**config.mk**
```make
export PLATFORM = sky130hd
export DESIGN_NAME = circular_list_with_cursor
export DESIGN_NICKNAME = d
export VERILOG_FILES = /design/src/design/clwc_pkg.sv /design/src/design/clwc_slot_store.sv /design/src/design/clwc_alloc.sv /design/src/design/circular_list_with_cursor.sv
export SDC_FILE = /design/constraint.sdc
export NUM_CORES = 1
export LEC_CHECK = 0
export BUFFER_PORTS_ARGS = -buffer_cell sky130_fd_sc_hd__buf_2
export CAP_MARGIN = 20
export CORE_MARGIN = 4
export CORE_UTILIZATION = 50
export CTS_CLUSTER_SIZE = 20
export DETAILED_ROUTE_END_ITERATION = 8
export GPL_TIMING_DRIVEN = 0
export PLACE_DENSITY = 0.66
export SYNTH_ARGS = -nofsm -noshare
export SYNTH_HDL_FRONTEND = slang
export SYNTH_SLANG_ARGS = --single-unit
```
**constraint.sdc**
```tcl
create_clock -name clock -period 9.2 [get_ports clock]
set_clock_uncertainty 0.1 [all_clocks]
set_input_delay 0.92 -clock clock [delete_from_list [all_inputs] [get_ports clock]]
set_output_delay 0.92 -clock clock [all_outputs]
set_load 0.05 [all_outputs]
```
**src/design/clwc_pkg.sv**
```systemverilog
// Package for the circular list with cursor: operation and status codes,
// state encoding, memory command structs and payload widths.
// No dependencies.
`default_nettype none

package clwc_pkg;

   localparam int CAPACITY_DEF = 16;
   localparam int VALUE_W      = 32;
   localparam int ECOUNT_W     = 5;
   localparam int REQ_DATA_W   = 40;
   localparam int RSP_DATA_W   = 48;

   typedef enum logic [1:0] {
      OP_APPEND  = 2'd0,
      OP_REMOVE  = 2'd1,
      OP_ADVANCE = 2'd2,
      OP_CLEAR   = 2'd3
   } op_type;

   typedef enum logic [1:0] {
      STAT_DONE  = 2'd0,
      STAT_EMPTY = 2'd1,
      STAT_FULL  = 2'd2
   } status_type;

   typedef enum logic [3:0] {
      ST_IDLE = 4'b0001,
      ST_EXEC = 4'b0010,
      ST_LINK = 4'b0100,
      ST_DONE = 4'b1000
   } state_type;

   // Write enables of the slot store.
   typedef struct packed {
      logic value_we;
      logic next_we;
      logic prev_we;
   } store_we_type;

   // Commands to the slot allocator.
   typedef struct packed {
      logic pop;
      logic push;
      logic clear_all;
   } alloc_cmd_type;

endpackage

`default_nettype wire

```
**src/design/clwc_slot_store.sv**
```systemverilog
// Slot store: value, next-link and previous-link memories, one write and one
// registered read port each. Depends on clwc_pkg.
`default_nettype none

module clwc_slot_store
   import clwc_pkg::*;
#(
   parameter int CAPACITY = CAPACITY_DEF
) (
   input  wire logic                              clock,
   input  wire store_we_type                      we,
   input  wire logic [$clog2(CAPACITY)-1:0]       value_waddr,
   input  wire logic [VALUE_W-1:0]                value_wdata,
   input  wire logic [$clog2(CAPACITY)-1:0]       next_waddr,
   input  wire logic [$clog2(CAPACITY)-1:0]       next_wdata,
   input  wire logic [$clog2(CAPACITY)-1:0]       prev_waddr,
   input  wire logic [$clog2(CAPACITY)-1:0]       prev_wdata,
   input  wire logic [$clog2(CAPACITY)-1:0]       link_raddr,
   input  wire logic [$clog2(CAPACITY)-1:0]       value_raddr,
   output logic      [$clog2(CAPACITY)-1:0]       next_rdata,
   output logic      [$clog2(CAPACITY)-1:0]       prev_rdata,
   output logic      [VALUE_W-1:0]                value_rdata
);

   localparam int IDX_W = $clog2(CAPACITY);

   logic [VALUE_W-1:0] value_mem [CAPACITY];
   logic [IDX_W-1:0]   next_mem  [CAPACITY];
   logic [IDX_W-1:0]   prev_mem  [CAPACITY];

   logic [VALUE_W-1:0] value_rd_ff;
   logic [IDX_W-1:0]   next_rd_ff;
   logic [IDX_W-1:0]   prev_rd_ff;

   // The value port is write-first so that a value written into the slot
   // under the cursor shows up on the next cycle.
   always_ff @(posedge clock) begin
      if (we.value_we) begin
         value_mem[value_waddr] <= value_wdata;
      end
      if (we.value_we && (value_waddr == value_raddr)) begin
         value_rd_ff <= value_wdata;
      end else begin
         value_rd_ff <= value_mem[value_raddr];
      end
   end

   always_ff @(posedge clock) begin
      if (we.next_we) begin
         next_mem[next_waddr] <= next_wdata;
      end
      next_rd_ff <= next_mem[link_raddr];
   end

   always_ff @(posedge clock) begin
      if (we.prev_we) begin
         prev_mem[prev_waddr] <= prev_wdata;
      end
      prev_rd_ff <= prev_mem[link_raddr];
   end

   assign next_rdata  = next_rd_ff;
   assign prev_rdata  = prev_rd_ff;
   assign value_rdata = value_rd_ff;

endmodule

`default_nettype wire

```
**src/design/clwc_alloc.sv**
```systemverilog
// Slot allocator: a fresh-slot watermark plus a stack of freed slots held in
// a synchronous memory. Depends on clwc_pkg.
`default_nettype none

module clwc_alloc
   import clwc_pkg::*;
#(
   parameter int CAPACITY = CAPACITY_DEF
) (
   input  wire logic                          clock,
   input  wire logic                          reset,
   input  wire alloc_cmd_type                 cmd,
   input  wire logic [$clog2(CAPACITY)-1:0]   push_slot,
   output logic      [$clog2(CAPACITY)-1:0]   alloc_slot
);

   localparam int IDX_W = $clog2(CAPACITY);
   localparam int CNT_W = $clog2(CAPACITY + 1);

   logic [IDX_W-1:0] free_mem [CAPACITY];
   logic [IDX_W-1:0] free_rd_ff;
   logic [CNT_W-1:0] sp_ff, sp_in;
   logic [CNT_W-1:0] water_ff, water_in;
   logic [CNT_W-1:0] sp_dec;

   assign sp_dec = sp_ff - CNT_W'(1);

   // The top of the stack is read every cycle; the sequencer only uses it
   // after the stack pointer has settled.
   always_ff @(posedge clock) begin
      if (cmd.push) begin
         free_mem[sp_ff[IDX_W-1:0]] <= push_slot;
      end
      free_rd_ff <= free_mem[sp_dec[IDX_W-1:0]];
   end

   assign alloc_slot = (sp_ff != '0) ? free_rd_ff : water_ff[IDX_W-1:0];

   always_comb begin
      sp_in    = sp_ff;
      water_in = water_ff;
      priority if (cmd.clear_all) begin
         sp_in    = '0;
         water_in = '0;
      end else if (cmd.push) begin
         sp_in = sp_ff + CNT_W'(1);
      end else if (cmd.pop) begin
         if (sp_ff != '0) begin
            sp_in = sp_dec;
         end else begin
            water_in = water_ff + CNT_W'(1);
         end
      end
   end

   always_ff @(posedge clock) begin
      if (reset) begin
         sp_ff    <= '0;
         water_ff <= '0;
      end else begin
         sp_ff    <= sp_in;
         water_ff <= water_in;
      end
   end

endmodule

`default_nettype wire

```
**src/design/circular_list_with_cursor.sv**
```systemverilog
// Top level of the circular list with cursor: transfer handshakes, the
// operation sequencer and the result register. Depends on clwc_pkg,
// clwc_slot_store and clwc_alloc.
//
//   Channel | Direction | Handshake             | Payload
//   --------+-----------+-----------------------+------------------------------
//   req     | in        | req_tvalid/req_tready | req_tdata: func, item_value
//   rsp     | out       | rsp_tvalid/rsp_tready | rsp_tdata: ok, status,
//           |           |                       |   cursor_value, element_count,
//           |           |                       |   is_empty
//
// Steps per operation: a clear or a refused operation goes straight to the
// done step, advance and remove go through the execute step, and an append
// does too but also takes a link step unless the list was empty, because each
// link memory has one write port and an append writes two entries in each.
// Reset is synchronous and active high; it empties the list at once, with no
// clearing pass over the memories.
// The result sits in an output register, so a new request is accepted while
// the previous result waits; the sequencer only stalls in its final step if
// that register is still full.
`default_nettype none

module circular_list_with_cursor
   import clwc_pkg::*;
#(
   parameter int CAPACITY = CAPACITY_DEF
) (
   input  wire logic                   clock,
   input  wire logic                   reset,
   input  wire logic                   req_tvalid,
   output logic                        req_tready,
   input  wire logic [REQ_DATA_W-1:0]  req_tdata,  // [1:0] func, [33:2] item_value
   output logic                        rsp_tvalid,
   input  wire logic                   rsp_tready,
   output logic      [RSP_DATA_W-1:0]  rsp_tdata   // [0] ok, [2:1] status,
                                                   // [34:3] cursor_value,
                                                   // [39:35] element_count,
                                                   // [40] is_empty
);

   localparam int IDX_W = $clog2(CAPACITY);
   localparam int CNT_W = $clog2(CAPACITY + 1);

   // Sequencer state and operation context.
   state_type        state_ff, state_in;
   op_type           op_ff, op_in;
   logic [VALUE_W-1:0] value_ff, value_in;
   logic [IDX_W-1:0] slot_ff, slot_in;
   logic             ok_ff, ok_in;
   status_type       status_ff, status_in;

   // List registers: the head, the tail and the cursor are slot numbers.
   logic [CNT_W-1:0] count_ff, count_in;
   logic [IDX_W-1:0] head_ff, head_in;
   logic [IDX_W-1:0] tail_ff, tail_in;
   logic [IDX_W-1:0] cursor_ff, cursor_in;

   // Result register.
   logic                  rsp_tvalid_ff, rsp_tvalid_in;
   logic [RSP_DATA_W-1:0] rsp_tdata_ff, rsp_tdata_in;

   // Memory ports.
   store_we_type     store_we;
   logic [IDX_W-1:0] value_waddr, next_waddr, next_wdata, prev_waddr, prev_wdata;
   logic [IDX_W-1:0] next_rdata, prev_rdata;
   logic [VALUE_W-1:0] value_rdata;
   alloc_cmd_type    alloc_cmd;
   logic [IDX_W-1:0] alloc_slot;

   logic             req_fire;
   op_type           req_op;
   logic             list_empty;
   logic             out_free;
   logic [ECOUNT_W-1:0] count_field;
   logic [VALUE_W-1:0] cursor_value;

   assign req_tready = (state_ff == ST_IDLE);
   assign req_fire   = req_tvalid && req_tready;
   assign req_op     = op_type'(req_tdata[1:0]);
   assign list_empty = (count_ff == '0);
   assign out_free   = !rsp_tvalid_ff || rsp_tready;

   clwc_slot_store #(
      .CAPACITY (CAPACITY)
   ) u_store (
      .clock       (clock),
      .we          (store_we),
      .value_waddr (value_waddr),
      .value_wdata (value_ff),
      .next_waddr  (next_waddr),
      .next_wdata  (next_wdata),
      .prev_waddr  (prev_waddr),
      .prev_wdata  (prev_wdata),
      .link_raddr  (cursor_ff),
      .value_raddr (cursor_in),
      .next_rdata  (next_rdata),
      .prev_rdata  (prev_rdata),
      .value_rdata (value_rdata)
   );

   clwc_alloc #(
      .CAPACITY (CAPACITY)
   ) u_alloc (
      .clock      (clock),
      .reset      (reset),
      .cmd        (alloc_cmd),
      .push_slot  (cursor_ff),
      .alloc_slot (alloc_slot)
   );

   // The value read port always follows the next cursor, so its output is
   // the value under the current cursor.
   assign count_field  = ECOUNT_W'(count_ff);
   assign cursor_value = list_empty ? '0 : value_rdata;

   always_comb begin
      state_in      = state_ff;
      op_in         = op_ff;
      value_in      = value_ff;
      slot_in       = slot_ff;
      ok_in         = ok_ff;
      status_in     = status_ff;
      count_in      = count_ff;
      head_in       = head_ff;
      tail_in       = tail_ff;
      cursor_in     = cursor_ff;
      rsp_tvalid_in = rsp_tvalid_ff && !rsp_tready;
      rsp_tdata_in  = rsp_tdata_ff;
      store_we      = '0;
      value_waddr   = slot_ff;
      next_waddr    = slot_ff;
      next_wdata    = head_ff;
      prev_waddr    = slot_ff;
      prev_wdata    = tail_ff;
      alloc_cmd     = '0;

      unique case (state_ff)
         ST_IDLE: begin
            if (req_fire) begin
               op_in     = req_op;
               value_in  = req_tdata[VALUE_W+1:2];
               ok_in     = 1'b1;
               status_in = STAT_DONE;
               state_in  = ST_EXEC;
               unique case (req_op)
                  OP_APPEND: begin
                     if (count_ff == CNT_W'(CAPACITY)) begin
                        ok_in     = 1'b0;
                        status_in = STAT_FULL;
                        state_in  = ST_DONE;
                     end
                  end
                  OP_REMOVE, OP_ADVANCE: begin
                     if (list_empty) begin
                        ok_in     = 1'b0;
                        status_in = STAT_EMPTY;
                        state_in  = ST_DONE;
                     end
                  end
                  OP_CLEAR: begin
                     count_in            = '0;
                     head_in             = '0;
                     tail_in             = '0;
                     cursor_in           = '0;
                     alloc_cmd.clear_all = 1'b1;
                     state_in            = ST_DONE;
                  end
               endcase
            end
         end

         ST_EXEC: begin
            state_in = ST_DONE;
            unique case (op_ff)
               OP_APPEND: begin
                  // Take a slot, store the value and link the new slot from the old
                  // tail and into the head's back link, or to itself on an empty list.
                  slot_in            = alloc_slot;
                  alloc_cmd.pop      = 1'b1;
                  store_we.value_we  = 1'b1;
                  store_we.next_we   = 1'b1;
                  store_we.prev_we   = 1'b1;
                  value_waddr        = alloc_slot;
                  next_wdata         = alloc_slot;
                  prev_wdata         = alloc_slot;
                  count_in           = count_ff + CNT_W'(1);
                  if (list_empty) begin
                     next_waddr = alloc_slot;
                     prev_waddr = alloc_slot;
                     head_in    = alloc_slot;
                     tail_in    = alloc_slot;
                     cursor_in  = alloc_slot;
                  end else begin
                     next_waddr = tail_ff;
                     prev_waddr = head_ff;
                     state_in   = ST_LINK;
                  end
               end
               OP_REMOVE: begin
                  // Bridge the neighbors and give the slot back.
                  store_we.next_we = 1'b1;
                  store_we.prev_we = 1'b1;
                  next_waddr       = prev_rdata;
                  next_wdata       = next_rdata;
                  prev_waddr       = next_rdata;
                  prev_wdata       = prev_rdata;
                  alloc_cmd.push   = 1'b1;
                  count_in         = count_ff - CNT_W'(1);
                  if (count_ff == CNT_W'(1)) begin
                     alloc_cmd.clear_all = 1'b1;
                     head_in             = '0;
                     tail_in             = '0;
                     cursor_in           = '0;
                  end else begin
                     cursor_in = next_rdata;
                     if (head_ff == cursor_ff) begin
                        head_in = next_rdata;
                     end
                     if (tail_ff == cursor_ff) begin
                        tail_in = prev_rdata;
                     end
                  end
               end
               OP_ADVANCE: begin
                  cursor_in = next_rdata;
               end
               OP_CLEAR: begin
                  state_in = ST_DONE;
               end
            endcase
         end

         ST_LINK: begin
            // Second half of an append: the new slot's own links.
            store_we.next_we = 1'b1;
            store_we.prev_we = 1'b1;
            tail_in          = slot_ff;
            state_in         = ST_DONE;
         end

         ST_DONE: begin
            if (out_free) begin
               rsp_tvalid_in = 1'b1;
               rsp_tdata_in  = {
                  {(RSP_DATA_W - VALUE_W - ECOUNT_W - 4){1'b0}},
                  list_empty,
                  count_field,
                  cursor_value,
                  status_ff,
                  ok_ff
               };
               state_in = ST_IDLE;
            end
         end

         default: begin
            state_in = ST_IDLE;
         end
      endcase
   end

   always_ff @(posedge clock) begin
      if (reset) begin
         state_ff      <= ST_IDLE;
         count_ff      <= '0;
         head_ff       <= '0;
         tail_ff       <= '0;
         cursor_ff     <= '0;
         rsp_tvalid_ff <= 1'b0;
      end else begin
         state_ff      <= state_in;
         count_ff      <= count_in;
         head_ff       <= head_in;
         tail_ff       <= tail_in;
         cursor_ff     <= cursor_in;
         rsp_tvalid_ff <= rsp_tvalid_in;
      end
   end

   always_ff @(posedge clock) begin
      op_ff        <= op_in;
      value_ff     <= value_in;
      slot_ff      <= slot_in;
      ok_ff        <= ok_in;
      status_ff    <= status_in;
      rsp_tdata_ff <= rsp_tdata_in;
   end

   assign rsp_tvalid = rsp_tvalid_ff;
   assign rsp_tdata  = rsp_tdata_ff;

`ifndef SYNTH
   // The element count never passes the capacity.
   a_count_bound: assert property (@(posedge clock) disable iff (reset)
      count_ff <= CNT_W'(CAPACITY))
      else $error("element count exceeds capacity");

   // The execute step is entered only right after a request transfer.
   a_exec_after_accept: assert property (@(posedge clock) disable iff (reset)
      (state_ff == ST_EXEC) |-> $past(req_tvalid && req_tready))
      else $error("execute step without a request transfer");

   // Remove and advance only execute on a list that holds elements.
   a_exec_nonempty: assert property (@(posedge clock) disable iff (reset)
      (state_ff == ST_EXEC && (op_ff == OP_REMOVE || op_ff == OP_ADVANCE))
         |-> (count_ff != '0))
      else $error("remove or advance executed on an empty list");

   // A finished operation whose result register is free presents its result.
   a_done_presents: assert property (@(posedge clock) disable iff (reset)
      (state_ff == ST_DONE && out_free) |=> (rsp_tvalid && state_ff == ST_IDLE))
      else $error("finished operation did not present a result");
`endif

endmodule

`default_nettype wire
```
==> results of run 1 <==
[Yosys cell counts, types with 14 or more instances]
cell type,instances,area share [%]
and2_1,35,0.67
nor2_1,109,1.3
a21oi_1,18,0.28
nor2b_1,17,0.33
clkbuf_1,45,0.52
buf_2,18,0.28
nor3_1,18,0.28
edfxtp_1,782,72
nand2_1,49,0.57
dfxtp_1,51,3.1
buf_1,14,0.16
mux4_2,220,15
[stage by stage]
| stage | std cells | setup slack (ns) | total power, mW |
|---|---|---|---|
| after global routing | 2709 | 3.77 | 7.92 |
| after detailed placement | 2551 | 4.14 | 4.47 |
| final | 2709 | 4.31 | 7.68 |
| after global placement | 2523 | 2.26 | 4.45 |
| after floorplan | 1588 | 4.76 | 4.39 |
| after CTS | 2703 | 4.10 | 7.74 |
[final timing paths]
kind / start / end / slack (ns) / cells past startpoint
worst min-delay path: status_ff[1] / rsp_tdata[2] / 0.33 / 0
worst max-delay path: u_alloc.sp_ff[0] / u_store.next_mem[2][0] / 4.31 / 11
worst max register to register: u_alloc.sp_ff[0] / u_store.next_mem[2][0] / 4.31 / 11
worst min register to register: status_ff[1] / rsp_tdata[2] / 0.33 / 0
[logic make-up (layout without fill, tap and decap cells)]
group,after synthesis,in the layout
simple gates,295,295
other cells,1,7
mux,226,226
fa+ha+maj,12,12
buf+inv,97,363
xor+xnor,21,21
compound gates,97,97
flops,833,833
[routing by layer]
layer	share of wire, %	routed length (um)	global-route usage, %	up-vias
li1	-	-	-	6906
met1	41	29300	28.9	8428
met2	51	36200	34.7	607
met3	6.5	4630	3.79	98
met4	2.0	1400	4.85	0
met5	0	0	0	-
[power by group through the flow]
stage               combinational [mW]  sequential, mW  clock [mW]
global placement                 0.153            4.30           0
detailed placement               0.164            4.30           0
finish                           0.165            4.22        3.29
CTS                              0.165            4.22        3.35
floorplan                       0.0969            4.29           0
global route                     0.177            4.23        3.51
[worst max-delay path: stages, from the launching register on]
cell and delay, ns:
dfxtp_1 0.37, buf_2 0.34, clkbuf_1 0.63, inv_1 0.25, ha_1 0.30, nor4b_4 0.15, buf_4 0.20, mux2i_1 0.37
nor2_1 0.18, a221oi_1 0.57, nand2_1 0.20, nor4_1 0.81
[area by class of cell]
| cell class | instances | area, um2 |
|---|---|---|
| multi-input combinational | 658 | 7790 |
| buffer | 88 | 394 |
| clock buffer | 115 | 2360 |
| sequential | 833 | 24500 |
| inverter | 9 | 33.8 |
| timing repair buffer | 114 | 940 |
| clock inverter | 37 | 309 |
| tap | 855 | 1070 |
| fill | 4720 | 27100 |
[registers in the layout, indices dropped and copies added (netlist names), named ones only]
name	flops
cursor_ff	4
head_ff	4
status_ff	2
u_store.next_rdata	4
rsp_tvalid	1
u_alloc.water_ff	4
u_alloc.sp_ff	5
tail_ff	4
op_ff	2
u_store.value_mem	512
state_ff	4
u_store.prev_mem	64
slot_ff	4
value_ff	32
ok_ff	1
u_alloc.free_mem	64
u_alloc.free_rd_ff	4
u_store.next_mem	64
count_ff	5
rsp_tdata	41
u_store.prev_rdata	4
==> summary.md, run 1 <==
| Metric | Value |
|---|---|
| Final #Nets | 1845 |
| Slew headroom | 29.8% |
| Worst skew pair latency | 0.62 ns |
| HPWL after detailed placement | 44900 um |
| Clk sink count | 833 |
| Synth Area per Inst | 20.6 um2 |
| Clock buffer depth | 3 |
| # DRC | 0 |
| Final hold vios | 0 |
| Total wire length | 71500 um |
| Initial antenna violation count | 0 |
| Transition time at the pin with the least slew margin | 1.05 ns |
| Largest net degree at the start of global routing | 25 |
| RSZ-0062 raised after global routing | no |
| Final Wtd Congestion | 0.913 |
| Most frequent cells in the layout | 782 x edfxtp_1, 220 x mux4_2, 99 x buf_2 |
| Seq cells post-synth | 833 |
| Post-layout minimum cycle time | 4.89 ns |
| Main combinational cell family by area after synthesis | multiplexers |
| Simple-gate share of the synthesized area | 4.70% |
| Hold crit path type | reg -> reg |
| Die ar. | 0.0692 mm2 |
| Initial Util | 50.5% |
| Vias per inst | 5.92 |
| Core Region | 0.0645 mm2 |
| Power share of the sequential group | 55.0% |
| Cell Int Power | 6.14 mW |
| Rows | 93 |
| Worst VDD drop | 0.000147 V |
| Combinational power share | 2.1% |
| Post-cts hold buffer count | 0 |
| Drt wl/cell | 26.4 um |
| Startpoint class of the critical path | flip-flop |
| Root Buffer | clkbuf_16 |
| Fmax | 205 MHz |
| XOR/XNOR Fraction of Synth Area | 0.565% |
| Slew Viols, Final | 0 |
| DR iter-0 viols | 1686 |
| IO buf count | 80 |
| Kind of end point of the critical path | flip-flop |
| Switch share | 20.0% |
| Synth Cell Area | 0.0325 mm2 |
| Commonest non-fill, non-tap cell in the layout | edfxtp_1 |
| Pleak | 11.4 nW |
| Final setup violation count | 0 |
| Die W | 263 um |
| Mux cell area share after synthesis | 15.4% |
| Total GRT Usage | 20.7% |
| Max Cap Viol | 0 |
| Syn-to-layout area delta | 15.0% |
| NetSw | 1.53 mW |
| Post CTS Setup Buffer Count | 0 |
| Global route overflow | 0 |
| Vias in the first global route | 16400 |
| Yosys synthesis warning count | 0 |
| Global-route wire length before repair | 107000 um |
| Post-route cell area | 0.0374 mm2 |
| Synth Instances | 1582 |
| Adder-cell share of the synthesized area | 0.462% |
| Outcome | complete, no violations |
| Netlist cell types | 71 |
| Hold WS | 0.327 ns |
| CTS tree | yes |
| Seq/Total Area, Yosys | 75.3% |
| Area after DPL | 0.0347 mm2 |
| Synth Area in Compound Gates | 2.18% |
| CP max FO | 10 |
| N_diodes | 0 |
| WP data arrival | 5.02 ns |
| FFs w/ async S/R, synth | 0% |
| DRT Pass-1 Iters | 7 |
| Top_reg_cell synth | edfxtp_1 |
| Clock power share | 42.8% |
| Total Negative Setup Slacks | 0 ns |
| PD cells | 205 mW/mm2 |
| CTS resizes | 0 |
| DRT antenna net count | 0 |
| Top Ports | 94 |
| Post-synth EDFFs | 782 |
| H-Tree Depth | 3 |
| Crit Path Class | reg -> reg |
| Layout cells sized above 1 | 29.0% |
| Critical path required time | 9.33 ns |
| Final Util | 58.0% |
| Via count | 16000 |
| Clock transition at path regs | 0.06 ns |
| Crit share post-route | 53.1% |
| CTS Buf Count | 85 |
| Die height | 263 um |
Power figures use the tool's default switching activity.
==> run 2: changes to the inputs <==
- PLACE_DENSITY: 0.66 -> 0.69
- clock period: 9.2 -> 3.9 ns (I/O delays scaled with it)
==> run 2 against run 1 <==
The flow now finishes with violations (negative setup slack). Maximum frequency is 25% higher. Register-to-register slack worse by 4.3 ns. Via count is 2.3% higher. Critical endpoint is now u_store.value_mem[5][29]. Largest power group unchanged. Highest routed layer is now met5.
==> summary.md, run 2 (synthesis gave the netlist of run 1 again) <==
| Metric | Value |
|---|---|
| Final #Nets | 1898 |
| Largest register FFs | 512 |
| Hold_sp | reset |
| Rows | 93 |
| H-Tree Depth | 3 |
| CTS Buf Count | 85 |
| N_diodes | 0 |
| Pleak | 11.8 nW |
| DRT antenna net count | 0 |
| Post-route cell area | 0.0384 mm2 |
| Global-route wire length before repair | 110000 um |
| RR Startpoint | u_alloc.sp_ff[0] |
| Vias per inst | 5.95 |
| DRT Pass-1 Iters | 5 |
| Register-to-Register Path Depth | 9 |
| Fmax | 255 MHz |
| Final Util | 59.5% |
| WP data arrival | 4.09 ns |
| Worst hold stages | 3 |
| Global route overflow | 0 |
| Hold WS | 0.164 ns |
| PD cells | 484 mW/mm2 |
| Commonest non-fill, non-tap cell in the layout | edfxtp_1 |
| Crit share post-route | 101% |
| Core Region | 0.0645 mm2 |
| Layout cells sized above 1 | 30.5% |
| R2R Path End | u_store.value_mem[5][29] |
| Slew Viols, Final | 0 |
| Hold crit path type | in -> reg |
| CP max FO | 19 |
| Syn-to-layout area delta | 17.9% |
| Outcome | finished, violations left |
| HPWL after detailed placement | 45200 um |
| Startpoint class of the critical path | flip-flop |
| Post-layout minimum cycle time | 3.92 ns |
| Worst skew pair latency | 0.65 ns |
| Die W | 263 um |
| Final hold vios | 0 |
| CTS tree | yes |
| Die height | 263 um |
| IO buf count | 80 |
| Via count | 16400 |
| Slew headroom | 29.7% |
| Clk sink count | 833 |
| # DRC | 0 |
| Drt wl/cell | 26.5 um |
| Area after DPL | 0.0347 mm2 |
| Root Buffer | clkbuf_16 |
| Worst hold endpoint | head_ff[1] |
| Sequential Area | 0.0245 mm2 |
| Kind of end point of the critical path | flip-flop |
| Total GRT Usage | 21.1% |
| Failing checks | negative setup slack |
| Initial Util | 50.5% |
| Most flops, register | u_store.value_mem |
| Transition time at the pin with the least slew margin | 1.05 ns |
| Dpl ws | -1.25 ns |
| Final setup margin | -0.0212 ns |
| RSZ-0062 raised after global routing | yes |
| Worst reg-to-reg setup slack | -0.02 ns |
| Die ar. | 0.0692 mm2 |
| Multi-input gate area | 0.00795 mm2 |
| Top Ports | 94 |
| Max Cap Viol | 0 |
| DR iter-0 viols | 1915 |
| Clock transition at path regs | 0.06 ns |
| Most frequent cells in the layout | 782 x edfxtp_1, 220 x mux4_2, 99 x buf_2 |
| Filler instances | 4595 |
| Final Wtd Congestion | 0.914 |
| Initial antenna violation count | 2 |
| Total wire length | 73100 um |
| Clock buffer depth | 3 |
| Final setup violation count | 29 |
| Largest net degree at the start of global routing | 23 |
| Worst VDD drop | 0.000388 V |
| Vias in the first global route | 16900 |
| Critical path required time | 4.07 ns |
| Tot Pwr | 18.5 mW |
| Crit Path Class | reg -> reg |
run 2: cell types whose count changed in the layout (fill, tap and decap cells not counted), sizes merged:
cell	delta
dlygate4sd3	+34
bufinv	+6
clkinv	+4
nor2	+4
buf	+17
clkbuf	-13
inv	-1
clkinvlp	-1
run 2: power breakdown:
group	total, mW	leakage, nW	internal (mW)	switching [mW]
logic	0.420	3.07	0.153	0.267
registers	9.97	7.31	9.85	0.114
clock network	8.16	1.37	4.76	3.40
total	18.5	11.8	14.8	3.78
run 2: critical path, stage by stage, from the launching register on:
cell,delay [ns]
dfxtp_1,0.33
buf_4,0.25
inv_1,0.18
ha_1,0.21
nor4b_4,0.33
buf_4,0.25
mux2_2,0.39
nor2_1,0.28
nand2_1,0.45
nor2_2,0.77
run 2: how the worst max path moves through the flow:
| stage | end | cells past startpoint | from | slack (ns) |
|---|---|---|---|---|
| floorplan | u_store.value_mem[1][0] | 10 | u_alloc.sp_ff[0] | -0.42 |
| global placement | u_store.value_mem[1][13] | 9 | u_alloc.sp_ff[0] | -3.04 |
| detailed placement | u_store.next_mem[2][0] | 11 | u_alloc.sp_ff[0] | -1.25 |
| CTS | u_store.value_mem[5][28] | 9 | u_alloc.sp_ff[0] | -0.01 |
| global route | u_store.value_mem[5][28] | 9 | u_alloc.sp_ff[0] | -0.25 |
| finish | u_store.value_mem[5][29] | 9 | u_alloc.sp_ff[0] | -0.02 |
run 2: timing repair:
item,in CTS,in global routing
endpoints found under the setup margin,660,262
buffers inserted,8,8
gates cloned,4,0
resized for setup,12,17
hold buffers,34,0
endpoints found under the hold margin,34,0
pin swaps,10,6
run 2: layout make-up:
type                       instances  area share, %
inverter                           9         0.0881
multi-input combinational        662           20.7
clock buffer                     104           5.81
buffer                            87           1.02
tap                              855           2.79
sequential                       833           63.9
timing repair buffer             164           4.12
clock inverter                    45           1.56
run 2: metal layers:
layer	vias to the layer above	GRT usage [%]	share of wire, %
li1	7001	-	-
met5	-	0	0.018
met2	748	35.2	51
met3	117	3.74	7.7
met4	2	4.77	1.9
met1	8538	29.6	40
run 2: per-stage QoR:
step	std cells	TNS, ns
floorplan	1588	-96.11
global placement	2523	-1313.43
detailed placement	2552	-430.70
CTS	2746	-0.116
global route	2759	-11.12
finish	2759	-0.252
